<file path="config.mk">
export PLATFORM = sky130hd
export DESIGN_NAME = editor_event_record_parser
export DESIGN_NICKNAME = d
export VERILOG_FILES = /design/src/rtl/erp_pkg.sv /design/src/rtl/editor_event_record_parser.sv /design/src/rtl/erp_fifo.sv /design/src/rtl/erp_front.sv /design/src/rtl/erp_parser.sv
export SDC_FILE = /design/constraint.sdc
export NUM_CORES = 1
export LEC_CHECK = 0
export BUFFER_PORTS_ARGS = -buffer_cell sky130_fd_sc_hd__buf_2
export CAP_MARGIN = 20
export CORE_ASPECT_RATIO = 1.25
export CORE_MARGIN = 2
export CORE_UTILIZATION = 30
export DETAILED_ROUTE_END_ITERATION = 12
export PLACE_DENSITY = 0.58
export RECOVER_POWER = 25
export SYNTH_ARGS = -nofsm -noshare
export SYNTH_HDL_FRONTEND = slang
export SYNTH_SLANG_ARGS = --single-unit
</file>
<file path="constraint.sdc">
create_clock -name clock -period 23.2 [get_ports clock]
set_input_delay 1.16 -clock clock [delete_from_list [all_inputs] [get_ports clock]]
set_output_delay 1.16 -clock clock [all_outputs]
set_load 0.01 [all_outputs]
</file>
<file path="src/rtl/erp_pkg.sv">
// ----------------------------------------------------------------------------
// erp_pkg: shared types and constants of the event record parser
// Byte classes, result and error codes, parser phases, queue entry layouts.
// ----------------------------------------------------------------------------
`default_nettype none

package erp_pkg;

   localparam int MAX_RUNES_DEF  = 256;
   localparam int TEXT_BYTES_DEF = 1025;
   localparam int QUEUE_DEPTH    = 2;

   localparam int          NUM_W   = 31;
   localparam logic [30:0] NUM_MAX = 31'h7FFF_FFFF;

   localparam logic [7:0] CHAR_ZERO    = 8'h30;
   localparam logic [7:0] CHAR_NINE    = 8'h39;
   localparam logic [7:0] CHAR_SPACE   = 8'h20;
   localparam logic [7:0] CHAR_NEWLINE = 8'h0A;
   localparam logic [7:0] LEAD_THREE   = 8'hE0;
   localparam logic [7:0] LEAD_FOUR    = 8'hF0;

   typedef enum logic [1:0] {
      KIND_TEXT     = 2'd0,
      KIND_COMPLETE = 2'd1,
      KIND_ERROR    = 2'd2
   } kind_type;

   typedef enum logic [1:0] {
      ERR_TERMINATOR = 2'd0,
      ERR_NEWLINE    = 2'd1,
      ERR_TOO_LONG   = 2'd2,
      ERR_OVERFLOW   = 2'd3
   } err_type;

   typedef enum logic [2:0] {
      PH_ORIGIN,
      PH_TYPE,
      PH_NUM,
      PH_LEAD,
      PH_CONT,
      PH_NEWLINE,
      PH_SKIP
   } phase_type;

   typedef enum logic [1:0] {
      REC_PRIMARY   = 2'd0,
      REC_EXPANSION = 2'd1,
      REC_DISCARD_A = 2'd2,
      REC_DISCARD_B = 2'd3
   } rec_type;

   typedef struct packed {
      logic [7:0] data;
      logic       is_digit;
      logic       is_space;
      logic       is_newline;
   } cmd_type;

   typedef struct packed {
      kind_type          kind;
      logic [7:0]        text_byte;
      logic              from_exp;
      logic [7:0]        origin;
      logic [7:0]        type_char;
      logic [NUM_W-1:0]  start_pos;
      logic [NUM_W-1:0]  end_pos;
      logic [NUM_W-1:0]  exp_start;
      logic [NUM_W-1:0]  exp_end;
      logic [NUM_W-1:0]  flags;
      err_type           err;
   } rsp_base_type;

endpackage

`default_nettype wire

</file>
<file path="src/rtl/editor_event_record_parser.sv">
// ----------------------------------------------------------------------------
// editor_event_record_parser: one byte per cycle while the result queue has room.
// Byte queue -> parser -> result queue, 2 entries each; results are registered in the result queue.
// Synchronous reset empties both queues and returns the parser to record start.
// ----------------------------------------------------------------------------
`default_nettype none

module editor_event_record_parser
   import erp_pkg::*;
#(
   parameter int MAX_RUNES  = MAX_RUNES_DEF,
   parameter int TEXT_BYTES = TEXT_BYTES_DEF,
   parameter int RUNE_W     = $clog2(MAX_RUNES + 1)
) (
   input  wire logic              clock,
   input  wire logic              reset,
   input  wire logic              req_push,
   output logic                   req_full,
   input  wire logic [7:0]        req_in_byte,
   output logic                   rsp_empty,
   input  wire logic              rsp_pop,
   output logic      [1:0]        rsp_result_kind,
   output logic      [7:0]        rsp_text_byte,
   output logic                   rsp_from_expansion,
   output logic      [7:0]        rsp_origin_char,
   output logic      [7:0]        rsp_type_char,
   output logic      [NUM_W-1:0]  rsp_start_pos,
   output logic      [NUM_W-1:0]  rsp_end_pos,
   output logic      [NUM_W-1:0]  rsp_expanded_start,
   output logic      [NUM_W-1:0]  rsp_expanded_end,
   output logic      [NUM_W-1:0]  rsp_flag_bits,
   output logic      [RUNE_W-1:0] rsp_rune_total,
   output logic      [1:0]        rsp_error_code
);

   localparam int CMD_W = $bits(cmd_type);
   localparam int RSP_W = $bits(rsp_base_type) + RUNE_W;

   cmd_type           front_cmd;
   logic [CMD_W-1:0]  cmd_bits;
   cmd_type           cmd_head;
   logic              cmd_empty;
   logic              cmd_take;
   logic              rsp_full;
   logic              par_push;
   rsp_base_type      par_base;
   logic [RUNE_W-1:0] par_runes;
   logic [RSP_W-1:0]  rsp_bits;
   rsp_base_type      out_base;

   erp_front u_front (
      .in_byte (req_in_byte),
      .cmd     (front_cmd)
   );

   erp_fifo #(
      .WIDTH (CMD_W),
      .DEPTH (QUEUE_DEPTH)
   ) u_cmd_q (
      .clock     (clock),
      .reset     (reset),
      .push      (req_push),
      .push_data (front_cmd),
      .full      (req_full),
      .pop       (cmd_take),
      .pop_data  (cmd_bits),
      .empty     (cmd_empty)
   );

   assign cmd_head = cmd_type'(cmd_bits);

   erp_parser #(
      .MAX_RUNES  (MAX_RUNES),
      .TEXT_BYTES (TEXT_BYTES),
      .RUNE_W     (RUNE_W)
   ) u_parser (
      .clock     (clock),
      .reset     (reset),
      .cmd_valid (!cmd_empty),
      .cmd       (cmd_head),
      .cmd_take  (cmd_take),
      .rsp_room  (!rsp_full),
      .rsp_push  (par_push),
      .rsp_base  (par_base),
      .rsp_runes (par_runes)
   );

   erp_fifo #(
      .WIDTH (RSP_W),
      .DEPTH (QUEUE_DEPTH)
   ) u_rsp_q (
      .clock     (clock),
      .reset     (reset),
      .push      (par_push),
      .push_data ({par_base, par_runes}),
      .full      (rsp_full),
      .pop       (rsp_pop),
      .pop_data  (rsp_bits),
      .empty     (rsp_empty)
   );

   assign out_base           = rsp_base_type'(rsp_bits[RSP_W-1:RUNE_W]);
   assign rsp_rune_total     = rsp_bits[RUNE_W-1:0];
   assign rsp_result_kind    = out_base.kind;
   assign rsp_text_byte      = out_base.text_byte;
   assign rsp_from_expansion = out_base.from_exp;
   assign rsp_origin_char    = out_base.origin;
   assign rsp_type_char      = out_base.type_char;
   assign rsp_start_pos      = out_base.start_pos;
   assign rsp_end_pos        = out_base.end_pos;
   assign rsp_expanded_start = out_base.exp_start;
   assign rsp_expanded_end   = out_base.exp_end;
   assign rsp_flag_bits      = out_base.flags;
   assign rsp_error_code     = out_base.err;

`ifndef SYNTHESIS
   a_reset_clears : assert property (@(posedge clock)
      reset |=> (rsp_empty && !req_full))
      else $error("queues not empty after reset");

   a_no_push_full : assert property (@(posedge clock) disable iff (reset)
      par_push |-> (!rsp_full && cmd_take))
      else $error("result transfer without room or byte");

   a_text_no_err : assert property (@(posedge clock) disable iff (reset)
      (!rsp_empty && rsp_result_kind != KIND_ERROR) |-> (rsp_error_code == ERR_TERMINATOR))
      else $error("error code set on non-error result");

   a_exp_text_only : assert property (@(posedge clock) disable iff (reset)
      (!rsp_empty && rsp_from_expansion) |-> (rsp_result_kind == KIND_TEXT))
      else $error("expansion mark on non-text result");
`endif

endmodule

`default_nettype wire

</file>
<file path="src/rtl/erp_fifo.sv">
// ----------------------------------------------------------------------------
// erp_fifo: small show-ahead queue
// Register-based queue with count-based full and empty flags.
// ----------------------------------------------------------------------------
`default_nettype none

module erp_fifo
   import erp_pkg::*;
#(
   parameter int WIDTH = 8,
   parameter int DEPTH = QUEUE_DEPTH
) (
   input  wire logic             clock,
   input  wire logic             reset,
   input  wire logic             push,
   input  wire logic [WIDTH-1:0] push_data,
   output logic                  full,
   input  wire logic             pop,
   output logic      [WIDTH-1:0] pop_data,
   output logic                  empty
);

   localparam int PTR_W = (DEPTH > 1) ? $clog2(DEPTH) : 1;
   localparam int CNT_W = $clog2(DEPTH + 1);

   logic [WIDTH-1:0] mem [DEPTH];
   logic [PTR_W-1:0] wr_ptr_ff, wr_ptr_in;
   logic [PTR_W-1:0] rd_ptr_ff, rd_ptr_in;
   logic [CNT_W-1:0] count_ff, count_in;
   logic             do_push, do_pop;

   assign full     = (count_ff == CNT_W'(DEPTH));
   assign empty    = (count_ff == '0);
   assign do_push  = push && !full;
   assign do_pop   = pop && !empty;
   assign pop_data = mem[rd_ptr_ff];

   always_comb begin
      wr_ptr_in = wr_ptr_ff;
      rd_ptr_in = rd_ptr_ff;
      count_in  = count_ff;
      if (do_push) begin
         wr_ptr_in = (wr_ptr_ff == PTR_W'(DEPTH - 1)) ? '0 : wr_ptr_ff + 1'b1;
      end
      if (do_pop) begin
         rd_ptr_in = (rd_ptr_ff == PTR_W'(DEPTH - 1)) ? '0 : rd_ptr_ff + 1'b1;
      end
      if (do_push && !do_pop) begin
         count_in = count_ff + 1'b1;
      end else if (do_pop && !do_push) begin
         count_in = count_ff - 1'b1;
      end
   end

   always_ff @(posedge clock) begin
      if (reset) begin
         wr_ptr_ff <= '0;
         rd_ptr_ff <= '0;
         count_ff  <= '0;
      end else begin
         wr_ptr_ff <= wr_ptr_in;
         rd_ptr_ff <= rd_ptr_in;
         count_ff  <= count_in;
      end
   end

   always_ff @(posedge clock) begin
      if (do_push) begin
         mem[wr_ptr_ff] <= push_data;
      end
   end

endmodule

`default_nettype wire

</file>
<file path="src/rtl/erp_front.sv">
// ----------------------------------------------------------------------------
// erp_front: byte classifier
// Tags each incoming byte as digit, space or newline for the parser queue.
// ----------------------------------------------------------------------------
`default_nettype none

module erp_front
   import erp_pkg::*;
(
   input  wire logic [7:0] in_byte,
   output cmd_type         cmd
);

   always_comb begin
      cmd.data       = in_byte;
      cmd.is_digit   = (in_byte >= CHAR_ZERO) && (in_byte <= CHAR_NINE);
      cmd.is_space   = (in_byte == CHAR_SPACE);
      cmd.is_newline = (in_byte == CHAR_NEWLINE);
   end

endmodule

`default_nettype wire

</file>
<file path="src/rtl/erp_parser.sv">
// ----------------------------------------------------------------------------
// erp_parser: record parser back end
// Walks header, numbers, UTF-8 text and newline; produces result entries.
// ----------------------------------------------------------------------------
`default_nettype none

module erp_parser
   import erp_pkg::*;
#(
   parameter int MAX_RUNES  = MAX_RUNES_DEF,
   parameter int TEXT_BYTES = TEXT_BYTES_DEF,
   parameter int RUNE_W     = $clog2(MAX_RUNES + 1)
) (
   input  wire logic              clock,
   input  wire logic              reset,
   input  wire logic              cmd_valid,
   input  wire cmd_type           cmd,
   output logic                   cmd_take,
   input  wire logic              rsp_room,
   output logic                   rsp_push,
   output rsp_base_type           rsp_base,
   output logic      [RUNE_W-1:0] rsp_runes
);

   localparam int               TB_W     = $clog2(TEXT_BYTES);
   localparam logic [TB_W-1:0]  TB_LIMIT = TB_W'(TEXT_BYTES - 4);
   localparam logic [NUM_W-1:0] RUNE_CAP = NUM_W'(MAX_RUNES);

   phase_type        phase_ff, phase_in;
   rec_type          rec_ff, rec_in;
   logic [1:0]       slot_ff, slot_in;
   logic [NUM_W-1:0] acc_ff, acc_in;
   logic [7:0]       origin_ff, origin_in;
   logic [7:0]       type_ff, type_in;
   logic [NUM_W-1:0] start_ff, start_in;
   logic [NUM_W-1:0] end_ff, end_in;
   logic [NUM_W-1:0] exp_start_ff, exp_start_in;
   logic [NUM_W-1:0] exp_end_ff, exp_end_in;
   logic [NUM_W-1:0] flags_ff, flags_in;
   logic [RUNE_W-1:0] runes_ff, runes_in;
   logic [RUNE_W-1:0] left_ff, left_in;
   logic [1:0]       rbl_ff, rbl_in;
   logic [TB_W-1:0]  used_ff, used_in;

   logic [NUM_W+3:0] prod;
   logic [RUNE_W-1:0] clamp_n;
   logic [RUNE_W-1:0] left_dec;
   logic [1:0]       rbl_dec;
   logic             has_rsp;
   logic             err_hit;
   err_type          err_code;
   logic             emit;

   assign cmd_take = cmd_valid && rsp_room;
   assign rsp_push = cmd_take && has_rsp;

   assign prod = {1'b0, acc_ff, 3'b000} + {3'b000, acc_ff, 1'b0}
               + {(NUM_W)'(0), cmd.data[3:0]};
   assign clamp_n  = (acc_ff > RUNE_CAP) ? RUNE_W'(MAX_RUNES) : acc_ff[RUNE_W-1:0];
   assign left_dec = (left_ff != '0) ? left_ff - 1'b1 : left_ff;
   assign rbl_dec  = (rbl_ff != '0) ? rbl_ff - 1'b1 : rbl_ff;

   always_comb begin
      phase_in     = phase_ff;
      rec_in       = rec_ff;
      slot_in      = slot_ff;
      acc_in       = acc_ff;
      origin_in    = origin_ff;
      type_in      = type_ff;
      start_in     = start_ff;
      end_in       = end_ff;
      exp_start_in = exp_start_ff;
      exp_end_in   = exp_end_ff;
      flags_in     = flags_ff;
      runes_in     = runes_ff;
      left_in      = left_ff;
      rbl_in       = rbl_ff;
      used_in      = used_ff;
      err_hit      = 1'b0;
      err_code     = ERR_TERMINATOR;
      emit         = 1'b0;
      has_rsp      = 1'b0;

      rsp_base.kind      = KIND_TEXT;
      rsp_base.text_byte = 8'h00;
      rsp_base.from_exp  = 1'b0;
      rsp_base.origin    = origin_ff;
      rsp_base.type_char = type_ff;
      rsp_base.start_pos = start_ff;
      rsp_base.end_pos   = end_ff;
      rsp_base.exp_start = exp_start_ff;
      rsp_base.exp_end   = exp_end_ff;
      rsp_base.flags     = flags_ff;
      rsp_base.err       = ERR_TERMINATOR;
      rsp_runes          = runes_ff;

      unique case (phase_ff)
         PH_ORIGIN: begin
            if (rec_ff == REC_PRIMARY) begin
               origin_in = cmd.data;
            end
            phase_in = PH_TYPE;
         end
         PH_TYPE: begin
            if (rec_ff == REC_PRIMARY) begin
               type_in = cmd.data;
            end
            acc_in   = '0;
            slot_in  = 2'd0;
            phase_in = PH_NUM;
         end
         PH_NUM: begin
            if (cmd.is_digit) begin
               if (prod > (NUM_W + 4)'(NUM_MAX)) begin
                  err_hit  = 1'b1;
                  err_code = ERR_OVERFLOW;
               end else begin
                  acc_in = prod[NUM_W-1:0];
               end
            end else if (!cmd.is_space) begin
               err_hit  = 1'b1;
               err_code = ERR_TERMINATOR;
            end else begin
               acc_in  = '0;
               slot_in = slot_ff + 1'b1;
               case (slot_ff)
                  2'd0: begin
                     if (rec_ff == REC_PRIMARY) begin
                        start_in     = acc_ff;
                        exp_start_in = acc_ff;
                     end else if (rec_ff == REC_EXPANSION) begin
                        exp_start_in = acc_ff;
                     end
                  end
                  2'd1: begin
                     if (rec_ff == REC_PRIMARY) begin
                        end_in     = acc_ff;
                        exp_end_in = acc_ff;
                     end else if (rec_ff == REC_EXPANSION) begin
                        exp_end_in = acc_ff;
                     end
                  end
                  2'd2: begin
                     if (rec_ff == REC_PRIMARY) begin
                        flags_in = acc_ff;
                     end
                  end
                  default: begin
                     if (rec_ff == REC_PRIMARY) begin
                        runes_in = clamp_n;
                     end
                     left_in  = clamp_n;
                     used_in  = '0;
                     rbl_in   = 2'd0;
                     phase_in = (clamp_n != '0) ? PH_LEAD : PH_NEWLINE;
                  end
               endcase
            end
         end
         PH_LEAD: begin
            if (used_ff >= TB_LIMIT) begin
               err_hit  = 1'b1;
               err_code = ERR_TOO_LONG;
            end else begin
               used_in = used_ff + 1'b1;
               emit    = 1'b1;
               if (!cmd.data[7]) begin
                  left_in  = left_dec;
                  phase_in = (left_dec != '0) ? PH_LEAD : PH_NEWLINE;
               end else begin
                  rbl_in   = (cmd.data < LEAD_THREE) ? 2'd1 :
                             (cmd.data < LEAD_FOUR)  ? 2'd2 : 2'd3;
                  phase_in = PH_CONT;
               end
            end
         end
         PH_CONT: begin
            used_in = used_ff + 1'b1;
            rbl_in  = rbl_dec;
            emit    = 1'b1;
            if (rbl_dec == 2'd0) begin
               left_in  = left_dec;
               phase_in = (left_dec != '0) ? PH_LEAD : PH_NEWLINE;
            end
         end
         PH_NEWLINE: begin
            if (!cmd.is_newline) begin
               err_hit  = 1'b1;
               err_code = ERR_NEWLINE;
            end else begin
               phase_in = PH_ORIGIN;
               if (rec_ff == REC_PRIMARY && flags_ff[1]) begin
                  rec_in = REC_EXPANSION;
               end else if ((rec_ff == REC_PRIMARY || rec_ff == REC_EXPANSION)
                            && flags_ff[3]) begin
                  rec_in = REC_DISCARD_A;
               end else if (rec_ff == REC_DISCARD_A) begin
                  rec_in = REC_DISCARD_B;
               end else begin
                  rec_in        = REC_PRIMARY;
                  has_rsp       = 1'b1;
                  rsp_base.kind = KIND_COMPLETE;
               end
            end
         end
         PH_SKIP: begin
            if (cmd.is_newline) begin
               phase_in = PH_ORIGIN;
               rec_in   = REC_PRIMARY;
            end
         end
         default: begin
            phase_in = PH_SKIP;
         end
      endcase

      if (emit && (rec_ff == REC_PRIMARY || rec_ff == REC_EXPANSION)) begin
         has_rsp            = 1'b1;
         rsp_base.kind      = KIND_TEXT;
         rsp_base.text_byte = cmd.data;
         rsp_base.from_exp  = (rec_ff == REC_EXPANSION);
      end

      if (err_hit) begin
         phase_in      = cmd.is_newline ? PH_ORIGIN : PH_SKIP;
         rec_in        = REC_PRIMARY;
         has_rsp       = 1'b1;
         rsp_base.kind = KIND_ERROR;
         rsp_base.err  = err_code;
      end
   end

   always_ff @(posedge clock) begin
      if (reset) begin
         phase_ff     <= PH_ORIGIN;
         rec_ff       <= REC_PRIMARY;
         slot_ff      <= 2'd0;
         acc_ff       <= '0;
         origin_ff    <= '0;
         type_ff      <= '0;
         start_ff     <= '0;
         end_ff       <= '0;
         exp_start_ff <= '0;
         exp_end_ff   <= '0;
         flags_ff     <= '0;
         runes_ff     <= '0;
         left_ff      <= '0;
         rbl_ff       <= '0;
         used_ff      <= '0;
      end else if (cmd_take) begin
         phase_ff     <= phase_in;
         rec_ff       <= rec_in;
         slot_ff      <= slot_in;
         acc_ff       <= acc_in;
         origin_ff    <= origin_in;
         type_ff      <= type_in;
         start_ff     <= start_in;
         end_ff       <= end_in;
         exp_start_ff <= exp_start_in;
         exp_end_ff   <= exp_end_in;
         flags_ff     <= flags_in;
         runes_ff     <= runes_in;
         left_ff      <= left_in;
         rbl_ff       <= rbl_in;
         used_ff      <= used_in;
      end
   end

endmodule

`default_nettype wire

</file>
== Word-level counts from Yosys, hierarchy flattened ==
Memories as Yosys holds them, arrays and structs flattened. A register that Yosys moved wholly into a read port is not among the register bits.
Cells that the tools add are included.
Storage, ports and cells
  register bits after elaboration: 248
  bits in writable memories: 408
  input port bits: 12
  logic and storage cells: 228
  memories: 2
Memory list
  u_rsp_q.mem: depth 2, width 193, rd ports 1, clocked after Yosys merged registers in 1, write ports 1, RTL line erp_fifo.sv:26  | logic [WIDTH-1:0] mem [DEPTH];
  u_cmd_q.mem: depth 2, width 11, rd ports 1, clocked after Yosys merged registers in 1, write ports 1, RTL line erp_fifo.sv:26
Cells by class
  add/subtract/negate cells: 14
  order comparisons: 7
  equal/unequal tests: 31
  multiplexer cells: 95
  bitwise gates (word level): 2
  reductions and logical operators: 56
Operator list (number)
  two-way mux 31 bit: 5
  two-way mux 9 bit: 8
  one-hot mux 31 bit (2 select lines): 1
  two-way mux 2 bit: 28
  two-way mux 11 bit: 5
  AND reduction 6 bit: 7
  adder 34 x 32 -> 35 bit: 1
  adder 35 x 4 -> 35 bit: 1
  greater-than comparator 35 x 31 -> 1 bit, second input constant: 1
  two-way mux 3 bit: 11
  one-hot mux 11 bit (3 select lines): 1
  greater-than comparator 31 x 9 -> 1 bit, second input constant: 1
  two-way mux 1 bit: 28
  one-hot mux 9 bit (3 select lines): 1
  nonzero test 9 bit: 3
  one-hot mux 3 bit (6 select lines): 1
  less-than comparator 8 bit, second input constant: 2
  != test 3 x 1 -> 1 bit, second input constant: 5
  logical AND 1 bit: 14
  AND reduction 7 bit: 2
  != test 3 x 2 -> 1 bit, second input constant: 4
  one-hot mux 2 bit (3 select lines): 2
  AND reduction 4 bit: 3
  adder 11 x 1 -> 11 bit, second input constant: 1
  31 further kinds: 69

== Depth between registers and ports, before layout ==
  word-level depth: 15
  gate-level depth with buffers: 20
  gate-level depth less buffers: 18

== Cells and area by module ==
Synthesis repeated with hierarchy kept, for this count alone.
Unflattened totals
  cell total of the unflattened synthesis: 2213
  area total of the unflattened synthesis: 27353.7 µm²
Modules (own cells, without submodules)
  erp_fifo at u_rsp_q: instances 1, cells each 625, area an instance 14198.6 µm², sequential area each 11691.2 µm²
  erp_parser: instances 1, cells each 1511, area an instance 12024.0 µm², sequential area each 4804.6 µm²
  erp_fifo at u_cmd_q: instances 1, cells each 59, area an instance 1007.2 µm², sequential area each 760.7 µm²
  erp_front: instances 1, cells each 16, area an instance 116.4 µm², sequential area each 0.0 µm²
  editor_event_record_parser: instances 1, cells each 2, area an instance 7.5 µm², sequential area each 0.0 µm²

== Worst setup path after synthesis ==
No wires, ideal clock.
  path kind: register to register
  start point: register (tool-made name)
  end point: memory u_rsp_q.mem[0][0] (netlist bit) (enable)
  library setup time: 0.773 ns
  arrival: 12.192 ns
  required time: 22.427 ns
  slack: 10.236 ns
  cell stages (with the launch flop): 15
  clock period less this slack: 12.964 ns
  cell sequence: dfxtp_1 > clkbuf_1 > buf_1 > mux2i_1 > fa_1 > fa_1 > nor2b_1 > o2111ai_1 > a211oi_1 > o31ai_2 > a21oi_1 > a311o_1 > o21ai_1 > a21oi_1 > nor2b_1
RTL lines (RTL line)
  end: declaration: erp_fifo.sv:26

==> impl_metrics.tcl <==
set metrics [dict create \
    status "finished, final reports clean" \
    min_delay_path_depth 0 \
    io_buffers 206 \
    grt_max_degree 82 \
    grt.total_usage 0.1480 \
    max_freq_mhz 151.5 \
    grt_pass1_vias 17090 \
    antenna_found_initial 6 \
    ant_nets 0 \
    synth_seq_cells 658 \
    crit_buf_inv 2 \
    hold_path_end "u_rsp_q.mem[1][73]" \
    slew_violations 0 \
    synthArstFlopShare 0 \
    ys_types 80 \
    cts_buffers 60 \
    fill_cells 8756 \
    core-area_um2 88840 \
    synthTopCellsByArea "edfxtp_1 (45%), dfxtp_1 (19%), mux2_2 (8.1%)" \
    clkTransAtPathRegs_ns 0.06 \
    place_congestion 0.8444 \
    critical_path.top_delay_family "compound AO/OA/AOI/OAI gates" \
    switching_power_uw 883.2 \
    p_int_uw 2222 \
    fp-row-count 122 \
    vias 17490 \
    synth_cells 2224 \
    drc 0 \
    finalHoldViolCount 0 \
    r2r_setup_slack_ns 16.60 \
    cts.htree.levels 2 \
    drt-vias-per-instance 4.827 \
    grt.overflow.total 0 \
    synth_top_area_frac 0.4542 \
    dpl_cell_area_um2 29160 \
    hold_buffers 0 \
    switching_share 0.2844 \
    drive_gt1_frac 0.2305 \
    fin_worst_skew_ns 0.03084 \
    rsz0062_at_grt "false" \
    synth_area_um2 26970 \
    grt_pass1_wl_mm 105.5 \
    power_frac_comb 0.207 \
    worstPathCellList "mux2i_1 -> fa_1 -> fa_1 -> nor2b_1 -> o2111ai_1 -> a211oi_1 -> o31ai_2 -> a21oi_1 -> a311o_1 -> o21ai_1 -> a21oi_1 -> and2_4 -> buf_4 -> buf_4" \
    yosys.area.top_type "edfxtp_1" \
    leakage_uw 0.01087 \
    die_w_um 272.2 \
    critPathLaunchType "flop" \
    setup_viol 0 \
    synth_edf_count 408 \
    syn2layout_area_growth_pct 16.18 \
    syn_avg_cell_area_um2 12.13 \
    p_per_area_nw_per_um2 99.09 \
    synth_ff_type "edfxtp_1" \
    dieArea_um2 92340 \
    drt_iter0_drc 1238 \
    required_ns 23.45 \
    cp_max_fo 61 \
    tns_ns 0 \
    period_minus_slack_ns 6.601 \
    arrival_ns 6.85 \
    rr_worst_depth 14 \
    hpwl_mm 45.01 \
    io_pins 207 \
    die_h_um 339.2 \
    clk_latency_ns 0.65 \
    cts_sinks 658 \
    multiInputGateArea_um2 9059 \
    path_class "flop to flop" \
    ys_seq_area_frac 0.6398 \
    cp_slowest_cell "dfxtp_1" \
    initial_core_util 0.3036 \
    drtPass1Iterations 5 \
    final_area_um2 31340 \
    wl_per_cell_um 19.25 \
    cts_max_path_buffers 3 \
    relSlewSlack 0.2897 \
    worstHoldStart "u_parser.exp_start_ff[0]" \
    cp-end-kind "flop" \
    tightest_slew_ns 1.063 \
    cts_setup_buffers 0 \
    irDropWorstVdd_v 0.00006365 \
    seqCellArea_um2 17260 \
    yosysWarningCount 0 \
    pwr-share-seq 0.450 \
    routed_wl_mm 69.77 \
    worst_hold_path_type "flop to flop" \
    rr_endpoint "u_rsp_q.mem[1][72]" \
    syn_nets 2308 \
    cts_tree "built" \
    maxCapViolCount 0 \
    cts-root-buf "clkbuf_16" \
    nets 2474 \
    finalCritPeriodShare 0.2845 \
    clock_power_share 0.343 \
    cp_slowest_stage_delay_ns 0.80 \
    cts_resized 0 \
]
[layout make-up]
type | count | share of cell area
multi-input combinational | 1399 | 0.2891
clock inverter | 39 | 0.01553
clock buffer | 75 | 0.05330
inverter | 39 | 0.004671
antenna | 4 | 0.0003194
tap | 1178 | 0.04703
timing repair buffer | 232 | 0.03933
sequential | 658 | 0.5508
[power groups by stage]
| stage | logic (uW) | clock network [uW] | registers (uW) |
|---|---|---|---|
| final | 644 | 1070 | 1400 |
| after global routing | 705 | 1130 | 1410 |
| after CTS | 662 | 1090 | 1400 |
| after detailed placement | 659 | 0 | 1420 |
| after global placement | 659 | 0 | 1420 |
| after floorplan | 426 | 0 | 1410 |
[synthesized netlist by cell type, types with 6 or more instances]
master    number
o21ai_0       49
mux2_2       195
a21oi_1      229
xor2_1        27
nor2b_1        8
nand4_1       20
inv_1         38
clkbuf_1     100
a211oi_1      24
nor4_1        27
o211ai_1      16
dfxtp_1      250
ha_1          70
o21ai_1        6
xnor2_1       15
a22oi_1        6
a21o_1         6
mux2i_1       10
nand2_1      391
buf_2         17
nor3_1        29
nor2_1       107
a31o_2        15
nand3_1       22
or3_1          7
and3_1         8
o31ai_1       12
nand2b_1       8
edfxtp_1     408
[stage by stage]
stage	util	std cells	total power [uW]	hold WS [ns]	setup slack, ns
finish	0.3528	3624	3105	0.4421	16.60
global route	0.3527	3623	3246	0.4564	16.16
CTS	0.3526	3619	3151	0.4422	16.52
detailed placement	0.3283	3505	2082	0.4352	16.55
global placement	0.3283	3505	2079	0.4292	16.69
floorplan	-	2224	1841	0.4253	10.24
[logic make-up (layout without fill, tap and decap cells)]
group                    count (synthesis)  count (layout)  share of synthesized area
AND/OR/NAND/NOR                        654             654                     0.1046
multiplexers                           206             206                    0.08554
AO/OA/AOI/OAI                          425             425                    0.09686
adder cells (fa/ha/maj)                 72              72                    0.03395
flip-flops                             658             658                     0.6398
other                                    0               4                          0
XOR/XNOR                                42              42                    0.01364
buffers and inverters                  167             385                    0.02570
[registers in the layout, summed over array words and instances (netlist names), 2 cells and up, named ones only]
name and count:
u_parser.phase_ff 3, u_cmd_q.count_ff 2, u_rsp_q.count_ff 2, u_parser.slot_ff 2
u_parser.rsp_runes 9, u_rsp_q.mem 386, u_parser.end_ff 31, u_parser.exp_start_ff 31
u_parser.start_ff 31, u_parser.rec_ff 2, u_parser.used_ff 11, u_parser.origin_ff 8
u_parser.flags_ff 31, u_parser.exp_end_ff 31, u_parser.rbl_ff 2, u_parser.type_ff 8
u_cmd_q.mem 22, u_parser.left_ff 9, u_parser.acc_ff 31
[how the worst max path moves through the flow]
stage,start,end,slack [ns],cells after the start
final,flop,u_rsp_q.mem[1][72],16.60,14
after global routing,flop,u_rsp_q.mem[1][103],16.16,14
after CTS,flop,u_rsp_q.mem[1][103],16.52,14
after detailed placement,flop,u_rsp_q.mem[1][120],16.55,14
after global placement,flop,u_rsp_q.mem[1][119],16.69,14
after floorplan,flop,u_rsp_q.mem[0][0],10.24,14
[cells in the final DEF (no fill, tap or decap), types with 10 or more instances in the layout]
master     synthesis  layout
mux2_2           195     195
clkbuf_16          0      62
inv_1             38      38
ha_1              70      70
nor4_1            27      27
buf_4              4      26
nor2_1           107     105
o21ai_0           49      49
nand4_1           20      20
edfxtp_1         408     408
a31o_2            15      15
a21oi_1          229     229
buf_2             17     205
nor3_1            29      28
clkinv_1           1      13
mux2i_1           10      10
nand3_1           22      21
a211oi_1          24      24
o211ai_1          16      16
nand2_1          391     391
xnor2_1           15      15
bufinv_16          0      10
dfxtp_1          250     249
o31ai_1           12      12
xor2_1            27      27
[per-layer routing]
layer / track usage / vias up / wire length (um)
met2: 0.2559 / 412 / 34490
met4: 0.04831 / 2 / 2011
met5: 0 / - / 13
met3: 0.03035 / 105 / 3991
met1: 0.1836 / 8542 / 29260
li1: - / 8433 / -
Note: power is estimated with default switching activity, not from simulation.
